==> src/hdl/fbpa_pkg.sv <==
// Shared types and constants of the fixed block pool allocator.
// Used by the controller, the datapath, the divider and the top level.
package fbpa_pkg;

    localparam int ADDR_W = 32;
    localparam int BS_W   = 16;
    localparam int POOL_W = 9;
    localparam int CNT_W  = $clog2(ADDR_W);

    // register indexes of the configuration port
    localparam logic [1:0] CFG_BASE = 2'd0;
    localparam logic [1:0] CFG_BS   = 2'd1;
    localparam logic [1:0] CFG_POOL = 2'd2;

    // request kinds carried on tuser
    localparam logic CMD_ALLOC = 1'b0;
    localparam logic CMD_FREE  = 1'b1;

    localparam logic [ADDR_W-1:0] RST_BASE = 32'd0;
    localparam logic [BS_W-1:0]   RST_BS   = 16'd64;
    localparam logic [POOL_W-1:0] RST_POOL = 9'd256;

    typedef enum logic [2:0] {
        ST_OK       = 3'd0,
        ST_EMPTY    = 3'd1,
        ST_RANGE    = 3'd2,
        ST_ALIGN    = 3'd3,
        ST_NOTALLOC = 3'd4
    } t_status;

    typedef enum logic [3:0] {
        S_CLEAR,
        S_IDLE,
        S_A_READ,
        S_A_MUL,
        S_A_ADD,
        S_F_RANGE,
        S_F_DIV,
        S_F_BUSY,
        S_DONE
    } t_state;

    // controller to datapath
    typedef struct packed {
        logic    clr_step;   // clear one busy bit, reload counters
        logic    take_in;    // latch request
        logic    pop;        // read top of free stack
        logic    mark;       // set busy bit, form index * size
        logic    add_base;   // form block address
        logic    div_start;
        logic    busy_rd;
        logic    push_free;  // clear busy bit, push index
        logic    set_st;
        t_status st_code;
        logic    load_out;
    } t_dp_cmd;

    // datapath to controller
    typedef struct packed {
        logic reinit;
        logic clr_last;
        logic empty;
        logic out_of_range;
        logic div_done;
        logic misaligned;
        logic block_busy;
        logic out_free;
    } t_dp_stat;

endpackage

==> src/hdl/fbpa_div.sv <==
// Restoring divider, one quotient bit per cycle.
// Depends on fbpa_pkg for widths.
module fbpa_div (
    input  logic                          i_clk,
    input  logic                          i_rst_n,
    input  logic                          i_start,
    input  logic [fbpa_pkg::ADDR_W-1:0]   i_dividend,
    input  logic [fbpa_pkg::BS_W-1:0]     i_divisor,
    output logic                          o_done,
    output logic [fbpa_pkg::ADDR_W-1:0]   o_quot,
    output logic [fbpa_pkg::BS_W-1:0]     o_rem
);

    logic [fbpa_pkg::ADDR_W-1:0] r_quot;
    logic [fbpa_pkg::BS_W-1:0]   r_rem;
    logic [fbpa_pkg::BS_W-1:0]   r_div;
    logic [fbpa_pkg::CNT_W-1:0]  r_cnt;
    logic                        r_run;
    logic                        r_done;

    logic [fbpa_pkg::BS_W:0]     w_sh;
    logic [fbpa_pkg::BS_W:0]     w_diff;
    logic                        w_ge;

    assign w_sh   = {r_rem, r_quot[fbpa_pkg::ADDR_W-1]};
    assign w_ge   = (w_sh >= {1'b0, r_div});
    assign w_diff = w_sh - {1'b0, r_div};

    always_ff @(posedge i_clk) begin
        if (!i_rst_n) begin
            r_run  <= 1'b0;
            r_done <= 1'b0;
            r_cnt  <= '0;
        end else begin
            r_done <= 1'b0;
            if (i_start) begin
                r_run <= 1'b1;
                r_cnt <= '0;
            end else if (r_run) begin
                r_cnt <= r_cnt + 1'b1;
                if (r_cnt == fbpa_pkg::CNT_W'(fbpa_pkg::ADDR_W - 1)) begin
                    r_run  <= 1'b0;
                    r_done <= 1'b1;
                end
            end
        end
    end

    always_ff @(posedge i_clk) begin
        if (i_start) begin
            r_quot <= i_dividend;
            r_rem  <= '0;
            r_div  <= i_divisor;
        end else if (r_run) begin
            r_quot <= {r_quot[fbpa_pkg::ADDR_W-2:0], w_ge};
            r_rem  <= w_ge ? w_diff[fbpa_pkg::BS_W-1:0] : w_sh[fbpa_pkg::BS_W-1:0];
        end
    end

    assign o_done = r_done;
    assign o_quot = r_quot;
    assign o_rem  = r_rem;

endmodule

==> src/hdl/fbpa_datapath.sv <==
// Datapath: configuration registers, free stack and busy-bit memories,
// counters, address arithmetic and result register. Uses fbpa_pkg, fbpa_div.
module fbpa_datapath #(
    parameter int NUM_BLOCKS = 256
) (
    input  logic                              i_clk,
    input  logic                              i_rst_n,
    input  logic                              i_cfg_we,
    input  logic [1:0]                        i_cfg_index,
    input  logic [fbpa_pkg::ADDR_W-1:0]       i_cfg_data,
    input  logic [fbpa_pkg::ADDR_W-1:0]       i_addr,
    input  logic                              i_out_ready,
    output logic                              o_out_valid,
    output logic [fbpa_pkg::ADDR_W-1:0]       o_out_addr,
    output fbpa_pkg::t_status                 o_out_status,
    input  fbpa_pkg::t_dp_cmd                 i_cmd,
    output fbpa_pkg::t_dp_stat                o_stat
);

    localparam int IW = $clog2(NUM_BLOCKS);
    localparam int CW = $clog2(NUM_BLOCKS + 1);
    localparam int PW = (CW > fbpa_pkg::POOL_W) ? CW : fbpa_pkg::POOL_W;
    localparam int SW = CW + fbpa_pkg::BS_W;
    localparam int MW = (SW > fbpa_pkg::ADDR_W) ? SW : fbpa_pkg::ADDR_W;
    localparam int QW = IW + fbpa_pkg::BS_W;

    logic [fbpa_pkg::ADDR_W-1:0] r_base;
    logic [fbpa_pkg::BS_W-1:0]   r_block_size;
    logic [fbpa_pkg::POOL_W-1:0] r_pool_blocks;

    logic [SW-1:0]               r_span;
    logic [IW-1:0]               r_clr;
    logic [CW-1:0]               r_count;
    logic [CW-1:0]               r_low;     // lowest fill since init; below it entries are k
    logic [IW-1:0]               r_stk_mem [NUM_BLOCKS];
    logic                        r_busy_mem [NUM_BLOCKS];
    logic [IW-1:0]               r_stk_q;
    logic                        r_busy_q;
    logic                        r_ident;
    logic [IW-1:0]               r_pidx;
    logic [QW-1:0]               r_prod;
    logic [fbpa_pkg::ADDR_W-1:0] r_addr;
    logic [fbpa_pkg::ADDR_W-1:0] r_res_addr;
    fbpa_pkg::t_status           r_status;
    logic                        r_out_valid;
    logic [fbpa_pkg::ADDR_W-1:0] r_out_addr;
    fbpa_pkg::t_status           r_out_status;

    logic                        w_reinit;
    logic [PW-1:0]               w_pb_ext;
    logic [PW-1:0]               w_nb_ext;
    logic [CW-1:0]               w_n;
    logic [CW-1:0]               w_top;
    logic [IW-1:0]               w_aidx;
    logic [IW-1:0]               w_fidx;
    logic [fbpa_pkg::ADDR_W-1:0] w_off;
    logic [fbpa_pkg::ADDR_W-1:0] w_quot;
    logic [fbpa_pkg::BS_W-1:0]   w_rem;
    logic                        w_div_done;
    logic                        w_can_push;

    assign w_reinit = i_cfg_we && ((i_cfg_index == fbpa_pkg::CFG_BASE) ||
                                   (i_cfg_index == fbpa_pkg::CFG_BS) ||
                                   (i_cfg_index == fbpa_pkg::CFG_POOL));

    always_ff @(posedge i_clk) begin
        if (!i_rst_n) begin
            r_base        <= fbpa_pkg::RST_BASE;
            r_block_size  <= fbpa_pkg::RST_BS;
            r_pool_blocks <= fbpa_pkg::RST_POOL;
        end else if (i_cfg_we) begin
            unique case (i_cfg_index)
                fbpa_pkg::CFG_BASE: r_base        <= i_cfg_data;
                fbpa_pkg::CFG_BS:   r_block_size  <= i_cfg_data[fbpa_pkg::BS_W-1:0];
                fbpa_pkg::CFG_POOL: r_pool_blocks <= i_cfg_data[fbpa_pkg::POOL_W-1:0];
                default: ;
            endcase
        end
    end

    // effective pool size, saturated to the built depth
    assign w_pb_ext = PW'(r_pool_blocks);
    assign w_nb_ext = PW'(NUM_BLOCKS);
    assign w_n      = (w_pb_ext > w_nb_ext) ? CW'(w_nb_ext) : CW'(w_pb_ext);

    always_ff @(posedge i_clk) begin
        r_span <= SW'(w_n) * SW'(r_block_size);
    end

    assign w_top      = r_count - 1'b1;
    assign w_aidx     = r_ident ? r_pidx : r_stk_q;
    assign w_fidx     = w_quot[IW-1:0];
    assign w_off      = r_addr - r_base;
    assign w_can_push = (r_count < CW'(NUM_BLOCKS));

    always_ff @(posedge i_clk) begin
        if (!i_rst_n) begin
            r_clr   <= '0;
            r_count <= '0;
            r_low   <= '0;
        end else begin
            if (w_reinit) begin
                r_clr <= '0;
            end else if (i_cmd.clr_step) begin
                r_clr <= r_clr + 1'b1;
            end
            if (i_cmd.clr_step) begin
                r_count <= w_n;
                r_low   <= w_n;
            end else if (i_cmd.pop) begin
                r_count <= w_top;
                if (r_count == r_low) begin
                    r_low <= w_top;
                end
            end else if (i_cmd.push_free && w_can_push) begin
                r_count <= r_count + 1'b1;
            end
        end
    end

    // free stack
    always_ff @(posedge i_clk) begin
        if (i_cmd.pop) begin
            r_stk_q <= r_stk_mem[w_top[IW-1:0]];
            r_ident <= (r_count == r_low);
            r_pidx  <= w_top[IW-1:0];
        end
        if (i_cmd.push_free && w_can_push) begin
            r_stk_mem[r_count[IW-1:0]] <= w_fidx;
        end
    end

    // busy bits
    always_ff @(posedge i_clk) begin
        if (i_cmd.clr_step) begin
            r_busy_mem[r_clr] <= 1'b0;
        end else if (i_cmd.mark) begin
            r_busy_mem[w_aidx] <= 1'b1;
        end else if (i_cmd.push_free) begin
            r_busy_mem[w_fidx] <= 1'b0;
        end
        if (i_cmd.busy_rd) begin
            r_busy_q <= r_busy_mem[w_fidx];
        end
    end

    fbpa_div u_div (
        .i_clk      (i_clk),
        .i_rst_n    (i_rst_n),
        .i_start    (i_cmd.div_start),
        .i_dividend (w_off),
        .i_divisor  (r_block_size),
        .o_done     (w_div_done),
        .o_quot     (w_quot),
        .o_rem      (w_rem)
    );

    // request and result payload
    always_ff @(posedge i_clk) begin
        if (i_cmd.take_in) begin
            r_addr     <= i_addr;
            r_res_addr <= '0;
            r_status   <= fbpa_pkg::ST_OK;
        end else begin
            if (i_cmd.set_st) begin
                r_status <= i_cmd.st_code;
            end
            if (i_cmd.add_base) begin
                r_res_addr <= r_base + fbpa_pkg::ADDR_W'(r_prod);
            end
        end
        if (i_cmd.mark) begin
            r_prod <= QW'(w_aidx) * QW'(r_block_size);
        end
        if (i_cmd.load_out) begin
            r_out_addr   <= r_res_addr;
            r_out_status <= r_status;
        end
    end

    always_ff @(posedge i_clk) begin
        if (!i_rst_n) begin
            r_out_valid <= 1'b0;
        end else if (i_cmd.load_out) begin
            r_out_valid <= 1'b1;
        end else if (i_out_ready) begin
            r_out_valid <= 1'b0;
        end
    end

    assign o_out_valid  = r_out_valid;
    assign o_out_addr   = r_out_addr;
    assign o_out_status = r_out_status;

    always_comb begin
        o_stat.reinit       = w_reinit;
        o_stat.clr_last     = (r_clr == IW'(NUM_BLOCKS - 1));
        o_stat.empty        = (r_count == '0);
        o_stat.out_of_range = (r_addr < r_base) || (r_block_size == '0) ||
                              (MW'(w_off) >= MW'(r_span));
        o_stat.div_done     = w_div_done;
        o_stat.misaligned   = (w_rem != '0);
        o_stat.block_busy   = r_busy_q;
        o_stat.out_free     = !r_out_valid || i_out_ready;
    end

endmodule

==> src/hdl/fbpa_ctrl.sv <==
// Controller state machine of the block pool allocator: sequences one
// request at a time through the datapath. Uses fbpa_pkg.
module fbpa_ctrl (
    input  logic                i_clk,
    input  logic                i_rst_n,
    input  logic                i_in_valid,
    input  logic                i_in_kind,
    output logic                o_in_ready,
    input  fbpa_pkg::t_dp_stat  i_stat,
    output fbpa_pkg::t_dp_cmd   o_cmd
);

    fbpa_pkg::t_state r_state;
    fbpa_pkg::t_state n_state;

    always_ff @(posedge i_clk) begin
        if (!i_rst_n) begin
            r_state <= fbpa_pkg::S_CLEAR;
        end else begin
            r_state <= n_state;
        end
    end

    always_comb begin
        n_state = r_state;
        unique case (r_state)
            fbpa_pkg::S_CLEAR: begin
                if (i_stat.clr_last) begin
                    n_state = fbpa_pkg::S_IDLE;
                end
            end
            fbpa_pkg::S_IDLE: begin
                if (i_in_valid) begin
                    n_state = (i_in_kind == fbpa_pkg::CMD_FREE) ? fbpa_pkg::S_F_RANGE
                                                                : fbpa_pkg::S_A_READ;
                end
            end
            fbpa_pkg::S_A_READ: begin
                n_state = i_stat.empty ? fbpa_pkg::S_DONE : fbpa_pkg::S_A_MUL;
            end
            fbpa_pkg::S_A_MUL:   n_state = fbpa_pkg::S_A_ADD;
            fbpa_pkg::S_A_ADD:   n_state = fbpa_pkg::S_DONE;
            fbpa_pkg::S_F_RANGE: begin
                n_state = i_stat.out_of_range ? fbpa_pkg::S_DONE : fbpa_pkg::S_F_DIV;
            end
            fbpa_pkg::S_F_DIV: begin
                if (i_stat.div_done) begin
                    n_state = i_stat.misaligned ? fbpa_pkg::S_DONE : fbpa_pkg::S_F_BUSY;
                end
            end
            fbpa_pkg::S_F_BUSY:  n_state = fbpa_pkg::S_DONE;
            fbpa_pkg::S_DONE: begin
                if (i_stat.out_free) begin
                    n_state = fbpa_pkg::S_IDLE;
                end
            end
            default: n_state = fbpa_pkg::S_CLEAR;
        endcase
        // a write of a listed register restarts the pool from scratch
        if (i_stat.reinit) begin
            n_state = fbpa_pkg::S_CLEAR;
        end
    end

    always_comb begin
        o_cmd         = '0;
        o_cmd.st_code = fbpa_pkg::ST_OK;
        o_in_ready    = 1'b0;
        unique case (r_state)
            fbpa_pkg::S_CLEAR: o_cmd.clr_step = 1'b1;
            fbpa_pkg::S_IDLE: begin
                o_in_ready    = 1'b1;
                o_cmd.take_in = i_in_valid;
            end
            fbpa_pkg::S_A_READ: begin
                if (i_stat.empty) begin
                    o_cmd.set_st  = 1'b1;
                    o_cmd.st_code = fbpa_pkg::ST_EMPTY;
                end else begin
                    o_cmd.pop = 1'b1;
                end
            end
            fbpa_pkg::S_A_MUL: o_cmd.mark     = 1'b1;
            fbpa_pkg::S_A_ADD: o_cmd.add_base = 1'b1;
            fbpa_pkg::S_F_RANGE: begin
                if (i_stat.out_of_range) begin
                    o_cmd.set_st  = 1'b1;
                    o_cmd.st_code = fbpa_pkg::ST_RANGE;
                end else begin
                    o_cmd.div_start = 1'b1;
                end
            end
            fbpa_pkg::S_F_DIV: begin
                if (i_stat.div_done) begin
                    if (i_stat.misaligned) begin
                        o_cmd.set_st  = 1'b1;
                        o_cmd.st_code = fbpa_pkg::ST_ALIGN;
                    end else begin
                        o_cmd.busy_rd = 1'b1;
                    end
                end
            end
            fbpa_pkg::S_F_BUSY: begin
                if (i_stat.block_busy) begin
                    o_cmd.push_free = 1'b1;
                end else begin
                    o_cmd.set_st  = 1'b1;
                    o_cmd.st_code = fbpa_pkg::ST_NOTALLOC;
                end
            end
            fbpa_pkg::S_DONE: o_cmd.load_out = i_stat.out_free;
            default: ;
        endcase
    end

endmodule

==> src/hdl/fixed_block_pool_allocator_core.sv <==
// Top level of the fixed-size block pool allocator.
// Instantiates fbpa_ctrl and fbpa_datapath; uses fbpa_pkg.
//
// Requests come in on the s_axis channel: tuser is the kind (0 allocate,
// 1 free) and tdata the address to free. Each request gives one result on
// the m_axis channel: the allocated block address and a status code.
// Blocks are handed out last-freed first; after init the highest index
// comes out first.
// An allocate pops the free stack, forms index * size and adds the base
// (an empty pool goes straight to the result); a free checks the range,
// then the restoring divider turns the offset into a block index and
// remainder and the busy bit is read (out of range or misaligned goes
// straight to the result). One request is in flight at a time; the next
// is taken the cycle after the result is loaded. Reset and any write of a
// listed register reinitialise the pool: a clearing pass sweeps the
// busy-bit memory, during which no request is taken. Registers are written
// by the user with no request outstanding; the block does not enforce this.
// If the receiver stalls, the result is held in the output register; one
// further request may be worked and then waits for the slot to empty.
module fixed_block_pool_allocator_core #(
    parameter int NUM_BLOCKS = 256
) (
    input  logic        i_clk,
    input  logic        i_rst_n,
    // configuration
    input  logic        i_cfg_we,
    input  logic [1:0]  i_cfg_index,
    input  logic [31:0] i_cfg_data,
    // requests
    input  logic        i_s_axis_tvalid,
    output logic        o_s_axis_tready,
    input  logic [31:0] i_s_axis_tdata,   // [31:0] address
    input  logic        i_s_axis_tuser,   // [0] command
    // results
    output logic        o_m_axis_tvalid,
    input  logic        i_m_axis_tready,
    output logic [39:0] o_m_axis_tdata    // [31:0] block_address, [34:32] status
);

    fbpa_pkg::t_dp_cmd           w_cmd;
    fbpa_pkg::t_dp_stat          w_stat;
    logic [fbpa_pkg::ADDR_W-1:0] w_out_addr;
    fbpa_pkg::t_status           w_out_status;

    fbpa_ctrl u_ctrl (
        .i_clk      (i_clk),
        .i_rst_n    (i_rst_n),
        .i_in_valid (i_s_axis_tvalid),
        .i_in_kind  (i_s_axis_tuser),
        .o_in_ready (o_s_axis_tready),
        .i_stat     (w_stat),
        .o_cmd      (w_cmd)
    );

    fbpa_datapath #(
        .NUM_BLOCKS (NUM_BLOCKS)
    ) u_dp (
        .i_clk        (i_clk),
        .i_rst_n      (i_rst_n),
        .i_cfg_we     (i_cfg_we),
        .i_cfg_index  (i_cfg_index),
        .i_cfg_data   (i_cfg_data),
        .i_addr       (i_s_axis_tdata),
        .i_out_ready  (i_m_axis_tready),
        .o_out_valid  (o_m_axis_tvalid),
        .o_out_addr   (w_out_addr),
        .o_out_status (w_out_status),
        .i_cmd        (w_cmd),
        .o_stat       (w_stat)
    );

    assign o_m_axis_tdata = {5'b0, w_out_status, w_out_addr};

endmodule

==> config.mk <==
export PLATFORM = sky130hd
export DESIGN_NAME = fixed_block_pool_allocator_core
export DESIGN_NICKNAME = d
export VERILOG_FILES = /design/src/hdl/fbpa_pkg.sv /design/src/hdl/fbpa_div.sv /design/src/hdl/fbpa_datapath.sv /design/src/hdl/fbpa_ctrl.sv /design/src/hdl/fixed_block_pool_allocator_core.sv
export SDC_FILE = /design/constraint.sdc
export NUM_CORES = 2
export LEC_CHECK = 0
export ABC_AREA = 1
export ABC_CLOCK_PERIOD_IN_PS = 8400
export BUFFER_PORTS_ARGS = -buffer_cell sky130_fd_sc_hd__buf_2
export CAP_MARGIN = 20
export CORE_ASPECT_RATIO = 1.25
export CORE_UTILIZATION = 25
export CTS_CLUSTER_DIAMETER = 50
export DETAILED_ROUTE_END_ITERATION = 12
export MAX_ROUTING_LAYER = met4
export SLEW_MARGIN = 20
export SYNTH_ARGS = -nofsm -noshare
export SYNTH_HDL_FRONTEND = slang
export SYNTH_SLANG_ARGS = --single-unit
export TNS_END_PERCENT = 30
==> constraint.sdc <==
create_clock -name i_clk -period 8.4 [get_ports i_clk]
set_clock_uncertainty 0.05 [all_clocks]
set_input_delay 1.68 -clock i_clk [delete_from_list [all_inputs] [get_ports i_clk]]
set_output_delay 1.68 -clock i_clk [all_outputs]
set_load 0.005 [all_outputs]
==> impl_metrics.tcl <==
set metrics [dict create \
    io_pins 114 \
    postCtsResizedCells 0 \
    power_frac_seq 0.504 \
    ys_seq_elements 2632 \
    gr-total-overflow 0 \
    fmax_mhz 162 \
    synth_ff_type "edfxtp_1" \
    core_sq_mm 0.469 \
    internal_power_w 0.0219 \
    finalPower_w 0.0283 \
    crit_path_max_incr_delay_ns 0.68 \
    cts_tree "yes" \
    r2r_cells 23 \
    setup.worst_path.end_class "register" \
    hold_depth 0 \
    chipWidth_um 616 \
    hp-class "register to register" \
    period_share 0.735 \
    clkPwrFrac 0.439 \
    clock_latency_ns 0.88 \
    yosysTopAreaCellShare 0.628 \
    cts.sinks 2632 \
    synth_most_common_cell "edfxtp_1" \
    port_buffers 108 \
    cts_setup_buffers 0 \
    place_hpwl_um 195000 \
    route.met2.wl_um 161000 \
    stdcell_area_sq_mm 0.134 \
    nFillCells 48000 \
    period_minus_slack_ns 6.18 \
    status "finished clean" \
    numCtsBuffers 282 \
    power_switching_share 0.227 \
    cap_violations 0 \
    crit_top_cell "inv_1" \
    crit_path_start_kind "register" \
    worstPathRequired_ns 9.08 \
    slew_violations 0 \
    path_class "register to register" \
    p_comb_frac 0.058 \
    wl_per_cell_um 19.7 \
    totalWireLength_um 331000 \
    cts_max_level 5 \
    wl_met1_um 135000 \
    p_switching_w 0.00643 \
    netlist-cell-type-count 58 \
    crit_chain "inv_1 > a21oi_1 > inv_1 > nand2_1 > inv_1 > nand2_1 > fa_1 > fa_1 > inv_1 > fa_1 > inv_1 > fa_1 > inv_1 > ha_1 > a21oi_1 > o21ai_0 > nand2_1 > o211ai_1 > a31oi_1 > o21ai_0 > a21boi_0 > o21ai_0 > xor2_1" \
    crit_arrival_ns 6.85 \
    grt_pass1_vias 76800 \
    powerDensity_mw_per_mm2 212 \
    drc 0 \
    drt_first_pass_iters 7 \
    rows 281 \
    ys_warn_count 0 \
    synth.avg_cell_area_sq_um 11.2 \
    gp_congestion 0.884 \
    rsz0062_at_grt "no" \
    finalSetupViolCount 0 \
    synth_commonest_cells "edfxtp_1 (2,461), nor2_1 (2,217), o21ai_0 (1,507)" \
    grt_first_pass_wirelength_um 492000 \
    syn_to_final_growth_pct 13.6 \
    clkSlewWorstSetupHoldPaths_ns 0.06 \
    route.met3.wl_um 22900 \
    vias 80400 \
    hold_buffers 0 \
    synth.yosys.seq_area_share 0.657 \
    tns_ns 0 \
    grt_start_max_net_pins 196 \
    syn_inst 10500 \
    async_flop_share 0 \
    placed_area_sq_mm 0.125 \
    synthTopCellsByArea "edfxtp_1 (63%), nor2_1 (7.1%), o21ai_0 (6.4%), o22ai_1 (3.8%), fa_1 (3.2%)" \
    top_layer_used "met4" \
    p_leak_nw 44.9 \
    viasPerCell 4.78 \
    vdd_ir_drop_max_mv 0.140 \
    relSlewSlack 0.170 \
    initial_core_util 0.251 \
    slowest_stage "dfxtp_1" \
    drive_above_1_share 0.0722 \
    die_height_um 769 \
    fin_nets 10800 \
    cts_root_buf "clkbuf_16" \
    synth.cell_area_sq_mm 0.118 \
    hold_viol 0 \
    clockBufferDepth 4 \
    synth-edff-count 2461 \
    grt_usage 0.138 \
    die-area_sq_mm 0.473 \
    antenna_found_initial 6 \
    worstMarginPinSlew_ns 1.25 \
    cp_max_fo 18 \
    synth_area_leader_cell "edfxtp_1" \
    drt.antenna.violating_nets 0 \
    drtIter0Drc 7588 \
]
[sequential cells by signal, summed over array words and instances (netlist names), 24 cells and up]
register / count
u_dp.o_out_addr: 32
u_dp.r_addr: 32
u_dp.r_base: 32
u_dp.r_busy_mem: 256
u_dp.r_prod: 24
u_dp.r_res_addr: 32
u_dp.r_span: 25
u_dp.r_stk_mem: 2048
u_dp.u_div.o_quot: 32
[metrics by stage]
stage          cells  utilization  hold WS, ns  setup slack, ns
2_1_floorplan  10500            -        0.351            0.535
3_3_place_gp   16300        0.266        0.358             2.31
3_5_place_dp   16300        0.266        0.362             2.31
4_1_cts        16800        0.285        0.339             2.27
5_1_grt        16800        0.285        0.354             1.72
6_report       16800        0.285        0.347             2.22
[per-layer routing]
layer | vias up | global-route usage
met5 | - | -
met1 | 39800 | 0.172
li1 | 36900 | -
met2 | 3080 | 0.229
met4 | 0 | 0.0479
met3 | 600 | 0.0183
[area by class of cell]
| type | count | area [sq um] | area share |
|---|---|---|---|
| diodes | 5 | 12.5 | 0.0000936 |
| clock buffers | 347 | 7410 | 0.0555 |
| clock inverters | 155 | 1680 | 0.0126 |
| inverters | 600 | 2280 | 0.0170 |
| multi-input cells | 6619 | 35600 | 0.266 |
| flip-flops and latches | 2632 | 77300 | 0.578 |
| well taps | 6226 | 7790 | 0.0583 |
| repair buffers | 222 | 1650 | 0.0123 |
[final timing paths]
check                           slack, ns             startpoint             endpoint
worst min register to register       0.35    u_dp.r_res_addr[15]  u_dp.o_out_addr[15]
worst min-delay path                 0.35    u_dp.r_res_addr[15]  u_dp.o_out_addr[15]
worst max-delay path                 2.22  u_dp.r_pool_blocks[8]      u_dp.r_span[21]
worst max register to register       2.22  u_dp.r_pool_blocks[8]      u_dp.r_span[21]
[cell usage in the layout (no fill, tap or decap), drive strengths merged, types with 7 or more instances in the layout]
master,instances
a21boi,7
a21oi,225
a31oi,18
buf,222
bufinv,27
clkbuf,347
clkinv,108
clkinvlp,8
dfxtp,171
edfxtp,2461
fa,186
ha,194
inv,612
nand2,870
nand3,227
nand4,17
nor2,2246
nor3,39
nor4,17
o211ai,23
o21ai,1617
o21bai,28
o22ai,712
or2,26
xnor2,40
xor2,72
[cells by family (layout without fill, tap and decap cells)]
family / after synthesis / in the layout / synth area share
and+or+nand+nor: 3457 / 3457 / 0.116
AOI/OAI and AO/OA: 2665 / 2665 / 0.124
DFF: 2632 / 2632 / 0.657
buffers and inverters: 1251 / 1324 / 0.0419
adders and majority gates: 380 / 380 / 0.0523
xor gates and xnor gates: 112 / 112 / 0.00853
other: 1 / 10 / 0.0000319
[power by group through the flow]
stage / clock (W) / sequential, W / combinational [W]
after floorplan: 0 / 0.0145 / 0.00107
after global placement: 0 / 0.0145 / 0.00160
after detailed placement: 0 / 0.0145 / 0.00161
after CTS: 0.0126 / 0.0142 / 0.00161
after global routing: 0.0131 / 0.0142 / 0.00178
final: 0.0124 / 0.0142 / 0.00163
[critical path, delay by kind of cell (launching register included)]
family | cells | cell delay, ns
AO/OA/AOI/OAI | 8 | 1.48
AND/OR/NAND/NOR | 3 | 0.73
adder cells (fa/ha/maj) | 5 | 2.29
buffers and inverters | 6 | 0.65
XOR/XNOR | 1 | 0.16
flip-flops | 1 | 0.68
Power figures use the tool's default switching activity.
